--- config.mk ---
export PLATFORM = sky130hd
export DESIGN_NAME = rrte_front
export DESIGN_NICKNAME = d
export VERILOG_FILES = /design/src/hdl/rrte_pkg.sv /design/src/hdl/rrte_front.sv
export SDC_FILE = /design/constraint.sdc
export NUM_CORES = 1
export LEC_CHECK = 0
export BUFFER_PORTS_ARGS = -buffer_cell sky130_fd_sc_hd__buf_2
export CAP_MARGIN = 20
export CORE_ASPECT_RATIO = 0.9
export CORE_MARGIN = 5
export CORE_UTILIZATION = 34
export DETAILED_ROUTE_END_ITERATION = 7
export PLACE_DENSITY = 0.55
export SYNTH_ARGS = -nofsm -noshare
export SYNTH_HDL_FRONTEND = slang
export SYNTH_SLANG_ARGS = --single-unit
--- constraint.sdc ---
create_clock -name clk -period 8 [get_ports clk]
set_input_delay 1.6 -clock clk [delete_from_list [all_inputs] [get_ports clk]]
set_output_delay 1.6 -clock clk [all_outputs]
set_load 0.005 [all_outputs]
--- src/hdl/rrte_pkg.sv ---
package rrte_pkg;

    // Identifiers are carried at the widest supported width inside the block.
    localparam int ID_MAX_BITS   = 64;
    localparam int HANDLE_BITS   = 16;
    localparam int MODE_BITS     = 3;
    localparam int SLOT_BITS     = 6;
    localparam int KIND_BITS     = 3;
    localparam int COUNT_BITS    = 4;
    localparam int CFG_DATA_BITS = 64;
    localparam int CFG_IDX_BITS  = 2;
    localparam int QUEUE_DEPTH   = 2;

    localparam int FINGER_COUNT_DEF = 64;
    localparam int SUCC_MAX_DEF     = 8;
    localparam int ID_BITS_DEF      = 64;

    localparam logic [MODE_BITS-1:0] MODE_LOAD_FINGER = 3'd0;
    localparam logic [MODE_BITS-1:0] MODE_LOAD_SUCC   = 3'd1;
    localparam logic [MODE_BITS-1:0] MODE_LOOKUP      = 3'd2;
    localparam logic [MODE_BITS-1:0] MODE_NOTIFY      = 3'd3;
    localparam logic [MODE_BITS-1:0] MODE_DROP_PRED   = 3'd4;
    localparam logic [MODE_BITS-1:0] MODE_READ_PRED   = 3'd5;
    localparam logic [MODE_BITS-1:0] MODE_OFFER       = 3'd6;

    localparam logic [KIND_BITS-1:0] KIND_FOUND   = 3'd0;
    localparam logic [KIND_BITS-1:0] KIND_FORWARD = 3'd1;
    localparam logic [KIND_BITS-1:0] KIND_SELF    = 3'd2;
    localparam logic [KIND_BITS-1:0] KIND_PRED    = 3'd3;
    localparam logic [KIND_BITS-1:0] KIND_ACK     = 3'd4;

    localparam logic [CFG_IDX_BITS-1:0] REG_SELF_ID     = 2'd0;
    localparam logic [CFG_IDX_BITS-1:0] REG_SELF_HANDLE = 2'd1;
    localparam logic [CFG_IDX_BITS-1:0] REG_SUCC_IN_USE = 2'd2;

    typedef logic [ID_MAX_BITS-1:0] id_t;
    typedef logic [HANDLE_BITS-1:0] handle_t;

    typedef enum logic [2:0] {
        OP_LOAD_FINGER,
        OP_LOAD_SUCC,
        OP_LOOKUP,
        OP_NOTIFY,
        OP_DROP_PRED,
        OP_READ_PRED,
        OP_OFFER,
        OP_NOP
    } op_t;

    typedef struct packed {
        op_t                  op;
        id_t                  key;
        handle_t              node_handle;
        logic [SLOT_BITS-1:0] slot;
    } item_t;

    typedef enum logic [1:0] {
        ST_IDLE,
        ST_FINGER_SCAN,
        ST_SUCC_SCAN
    } state_t;

    // True when x lies in the open ring interval (a, b); equal ends mean
    // the whole ring except that end.
    function automatic logic in_open(id_t x, id_t a, id_t b);
        logic r;
        if (a == b)
        begin
            r = (x != a);
        end
        else if (a < b)
        begin
            r = (x > a) && (x < b);
        end
        else
        begin
            r = (x > a) || (x < b);
        end
        return r;
    endfunction

endpackage

--- src/hdl/rrte_front.sv ---
module rrte_front #(
    parameter int FINGER_COUNT = rrte_pkg::FINGER_COUNT_DEF,
    parameter int SUCC_MAX     = rrte_pkg::SUCC_MAX_DEF,
    parameter int ID_BITS      = rrte_pkg::ID_BITS_DEF
) (
    input  logic                             clk,
    input  logic                             rst_n,
    input  logic                             in_valid,
    output logic                             in_stall,
    input  logic [rrte_pkg::MODE_BITS-1:0]   mode,
    input  logic [ID_BITS-1:0]               node_key,
    input  logic [rrte_pkg::HANDLE_BITS-1:0] node_handle,
    input  logic [rrte_pkg::SLOT_BITS-1:0]   slot,
    output logic                             q_valid,
    output rrte_pkg::item_t                  q_item,
    input  logic                             q_pop
);

    localparam int CW = $clog2(rrte_pkg::QUEUE_DEPTH + 1);

    rrte_pkg::item_t q_reg [rrte_pkg::QUEUE_DEPTH];
    logic            wr_ptr_reg, wr_ptr_next;
    logic            rd_ptr_reg, rd_ptr_next;
    logic [CW-1:0]   count_reg, count_next;
    rrte_pkg::item_t new_item;
    logic            push;

    // Decode the mode; a load to a slot beyond the table becomes a no-op and writes nothing.
    always_comb
    begin
        new_item.key         = rrte_pkg::ID_MAX_BITS'(node_key);
        new_item.node_handle = node_handle;
        new_item.slot        = slot;
        case (mode)
            rrte_pkg::MODE_LOAD_FINGER:
                new_item.op = (32'(slot) < FINGER_COUNT) ? rrte_pkg::OP_LOAD_FINGER
                                                         : rrte_pkg::OP_NOP;
            rrte_pkg::MODE_LOAD_SUCC:
                new_item.op = (32'(slot) < SUCC_MAX) ? rrte_pkg::OP_LOAD_SUCC
                                                     : rrte_pkg::OP_NOP;
            rrte_pkg::MODE_LOOKUP:    new_item.op = rrte_pkg::OP_LOOKUP;
            rrte_pkg::MODE_NOTIFY:    new_item.op = rrte_pkg::OP_NOTIFY;
            rrte_pkg::MODE_DROP_PRED: new_item.op = rrte_pkg::OP_DROP_PRED;
            rrte_pkg::MODE_READ_PRED: new_item.op = rrte_pkg::OP_READ_PRED;
            rrte_pkg::MODE_OFFER:     new_item.op = rrte_pkg::OP_OFFER;
            default:                  new_item.op = rrte_pkg::OP_NOP;
        endcase
    end

    assign in_stall = (count_reg == CW'(rrte_pkg::QUEUE_DEPTH));
    assign push     = in_valid && !in_stall;
    assign q_valid  = (count_reg != '0);
    assign q_item   = q_reg[rd_ptr_reg];

    always_comb
    begin
        wr_ptr_next = push  ? ~wr_ptr_reg : wr_ptr_reg;
        rd_ptr_next = q_pop ? ~rd_ptr_reg : rd_ptr_reg;
        count_next  = count_reg;
        if (push && !q_pop)
        begin
            count_next = count_reg + CW'(1);
        end
        else if (!push && q_pop)
        begin
            count_next = count_reg - CW'(1);
        end
    end

    always_ff @(posedge clk or negedge rst_n)
    begin
        if (!rst_n)
        begin
            wr_ptr_reg <= 1'b0;
            rd_ptr_reg <= 1'b0;
            count_reg  <= '0;
        end
        else
        begin
            wr_ptr_reg <= wr_ptr_next;
            rd_ptr_reg <= rd_ptr_next;
            count_reg  <= count_next;
        end
    end

    always_ff @(posedge clk)
    begin
        if (push)
        begin
            q_reg[wr_ptr_reg] <= new_item;
        end
    end

endmodule

* Word level (Yosys, flattened, before mapping)
Memory sizes are Yosys's and may differ from the RTL's.
Index checks and enable logic that the tools add are counted.
** Storage, ports and cells
- Memories kept :: 1
- Memory bits (writable) :: 178
- Input port bits :: 93
- Logic and storage cells :: 31
- Output and inout bits :: 91
- Bits in registers :: 4
** Memory list
- q_reg :: depth 2, bits a word 89, rd ports 1, clocked after Yosys merged registers in 0, wr ports 1, line rrte_front.sv:21 : rrte_pkg::item_t q_reg [rrte_pkg::QUEUE_DEPTH];
** Operators by class
- Bitwise gates (word level) :: 2
- Equal/unequal tests :: 7
- Mux-type cells :: 6
- Reduce and logical (&&, ||, !) cells :: 9
- Magnitude comparators :: 1
- Add/sub/neg operators :: 2
** Operators by type and width (count)
- $pmux W3 S7 :: 1
- $eq A3 B3 Y1 const B :: 3
- $eq A3 B2 Y1 const B :: 2
- $lt A6 B4 Y1 const B :: 1
- $mux W2 :: 2
- $reduce_bool A2 Y1 :: 2
- $eq A3 B1 Y1 const B :: 1
- $logic_and A1 B1 Y1 :: 3
- $logic_not A1 Y1 :: 3
- $logic_not A3 Y1 :: 1
- $mux W3 :: 1
- $add A2 B1 Y2 const B :: 1
- $eq A2 B2 Y1 const B :: 1
- $mux W1 :: 2
- $not A1 Y1 :: 2
- $sub A2 B1 Y2 const B :: 1

* Longest topological paths before layout
- Depth after elaboration :: 7
- Depth in mapped cells :: 7
- Mapped depth without buffers :: 7

* Worst setup path before layout
OpenSTA, ideal clock, no wires.
- Kind :: input port to flip-flop
- From :: input port in_valid
- To :: memory q_reg[0][0] in the netlist's numbering, enable pin
- Arrival :: 5397 ps
- Setup slack :: 2066 ps
- Cell stages on the path :: 2
- Required time :: 7463 ps
- Library setup time :: 537 ps
- Cell sequence :: nand2_1 -> nor2_1
** On the way
- Word-level cells in the longest chain between the ends :: 3
** RTL lines
- from (decl) :: line rrte_front.sv:8 : input logic in_valid,
- $logic_and A1 B1 Y1 :: line rrte_front.sv:51 : assign push = in_valid && !in_stall;
- $mux W1 :: line rrte_front.sv:88 : if (push)
- $mux W1 (not written as such) :: line rrte_front.sv:90 : q_reg[wr_ptr_reg] <= new_item;
- to (decl) :: line rrte_front.sv:21
Every way passes these cells.

==> impl_metrics.tcl <==
set metrics [dict create \
    synth_fa_ha_area_share_pct 0.1761 \
    final.setup_skew_ns 0.006012 \
    post_cts_buffers 0 \
    diodes 0 \
    num_rows 50 \
    p_seq_share_pct 44.7 \
    hold_path_depth 1 \
    place_congestion 0.6824 \
    p_int_w 0.002297 \
    overflow 0 \
    drtPass1Iterations 4 \
    cts_resized 0 \
    cts_buffers 17 \
    end_kind "primary output" \
    clock_sinks 182 \
    p_comb_share_pct 28.8 \
    rsz0062_at_grt "no" \
    synthesis.area_sq_um 7104 \
    fmax_ghz 0.2273 \
    die_h_microns 147.1 \
    regToRegEndpoint "q_reg[1][74]" \
    ys.warnings.count 0 \
    power.switching_w 0.0008677 \
    p_total_w 0.003165 \
    min_period_ns 4.399 \
    cts_tree "yes" \
    outcome "finished, final reports clean" \
    slew_violations 0 \
    drc_errors 0 \
    syn-num-nets 396 \
    wl_microns 13040 \
    ys_seq_area_share_pct 76.65 \
    crit_type "reg2out" \
    num_vias 3366 \
    finalSetupTns_ns 0 \
    arrival_ns 2.80 \
    drt_iter0_markers 177 \
    synth-simple-area-share_pct 0.6692 \
    hold_viol_final 0 \
    layout.nets 591 \
    clock_latency_ns 0.41 \
    wl_per_cell_microns 16.38 \
    required_ns 6.40 \
    cts_hold_buf 0 \
    worst_r2r_path_depth 3 \
    cts_buffer_depth 2 \
    setup_violations 0 \
    root_buffer "clkbuf_16" \
    grt_pass1_wl_microns 20070 \
    largest_reg_flops 178 \
    antenna_found_initial 0 \
    clkTransAtPathRegs_ns 0.07 \
    synth_compound_area_share_pct 0.1233 \
    hold_class "reg2reg" \
    grt_pass1_vias 3735 \
    placedCellCount 764 \
    final_cell_area_sq_um 8837 \
    area_growth_pct 24.39 \
    grt_max_degree 51 \
    pwr-share-clk_pct 26.5 \
    min_from "count_reg[1]" \
    ir_drop_mv 0.1707 \
    fp.dieW_microns 162.4 \
    whs_ns 0.4876 \
    hold_path_end "count_reg[1]" \
    synthDistinctLibCells 18 \
    p_leak_nw 3.532 \
    p_per_area_nw_per_um2 358.1 \
    core_area_sq_um 20710 \
    htreeDepth 4 \
    yosys-mux-area-fraction_pct 18.81 \
    synthCells 302 \
    layoutNonFillerInstCount 796 \
    track_usage_pct 10.96 \
    swShare_pct 27.42 \
    io_pins 184 \
    syn_avg_cell_area_sq_um 23.52 \
    placed_cell_area_sq_um 8242 \
    drv_cap 0 \
    ant_nets 0 \
    drive_above_1_share_pct 60.98 \
    initial_core_util_pct 34.31 \
    via_per_inst 4.229 \
    multi_input_area_sq_um 1461 \
    num-fill-cells 1862 \
    critPathMaxFanout 50 \
    dieArea_sq_um 23890 \
    regArea_sq_um 5449 \
    place_hpwl_microns 8741 \
    synth_top_family_by_area "multiplexers" \
    post-route-period-util_pct 54.99 \
    worstReg2RegStart "count_reg[0]" \
    ys_ff_latch 182 \
    synthXorXnorAreaFrac_pct 0.6164 \
    tightest_slew_ns 0.9404 \
    portBuffers 183 \
    critPathLaunchType "register" \
    slew_headroom_pct 37.30 \
    r2r_setup_slack_ns 5.72 \
]
-- worst max-delay path by stage --
stage,startpoint,endpoint,slack (ns)
after global routing,rd_ptr_reg,q_item[28],3.45
after floorplan,in_valid,q_reg[0][0],2.07
final,rd_ptr_reg,q_item[28],3.60
after global placement,rd_ptr_reg,q_item[28],4.04
after CTS,rd_ptr_reg,q_item[28],3.54
after detailed placement,rd_ptr_reg,q_item[28],4.01
-- layout make-up --
type                    count  area share (%)
flip-flops and latches    182           61.66
multi-input cells         105           16.54
repair buffers            187           10.85
clock buffers              18           4.856
well taps                 286           4.049
clock inverters            14           1.883
inverters                   4          0.1699
-- synthesized netlist by cell type --
cell / instances / share of area, %
a31o_2: 1 / 0.12
and3_1: 1 / 0.088
buf_12: 9 / 2.5
buf_6: 1 / 0.16
clkbuf_1: 1 / 0.053
dfrtp_1: 4 / 1.4
edfxtp_1: 178 / 75
ha_1: 1 / 0.18
inv_1: 4 / 0.21
mux2_4: 89 / 19
nand2_1: 2 / 0.11
nand2b_1: 1 / 0.088
nand3b_1: 1 / 0.11
nor2_1: 2 / 0.11
or2_2: 1 / 0.088
or3_1: 1 / 0.088
xnor2_1: 2 / 0.25
xor2_1: 3 / 0.37
-- through the flow --
stage	util (%)	setup slack, ns
detailed placement	39.80	4.011
CTS	42.68	3.541
global placement	39.70	4.043
floorplan	-	2.066
finish	42.68	3.601
global route	42.68	3.453
-- power groups by stage --
| stage | registers (W) | clock network [W] | logic (W) |
|---|---|---|---|
| 6_report | 0.00141 | 0.000839 | 0.000912 |
| 5_1_grt | 0.00144 | 0.000909 | 0.000989 |
| 4_1_cts | 0.00142 | 0.000869 | 0.000944 |
| 3_5_place_dp | 0.00144 | 0 | 0.000940 |
| 3_3_place_gp | 0.00143 | 0 | 0.000924 |
| 2_1_floorplan | 0.00139 | 0 | 0.000723 |
-- cells in the final DEF (no fill, tap or decap), types with 3 or more instances in the layout --
cell type,netlist,routed
clkinvlp_4,0,3
xor2_1,3,3
inv_1,4,4
clkbuf_16,0,17
dfrtp_1,4,3
edfxtp_1,178,178
inv_8,0,4
buf_2,0,183
mux2_4,89,89
buf_4,0,3
-- cell families (layout without fill, tap and decap cells) --
kind of cell | count (synthesis) | count (layout)
compound gates | 1 | 1
xor+xnor | 5 | 5
fa+ha+maj | 1 | 1
buf+inv | 15 | 223
flops | 182 | 182
mux | 89 | 89
simple gates | 9 | 9
-- metal layers --
metal	wire [microns]	track usage, %	vias up
met2	6389	17.94	119
met5	0	0	-
met4	147	3.044	0
met1	5363	12.95	1657
met3	1141	5.245	12
li1	-	-	1578
-- critical path, cell delays in order (launching register included) --
cell,delay (ns)
dfrtp_4,0.93
buf_4,0.84
mux2_4,0.35
buf_2,0.14
No activity file was read; power rests on OpenSTA's default activity.
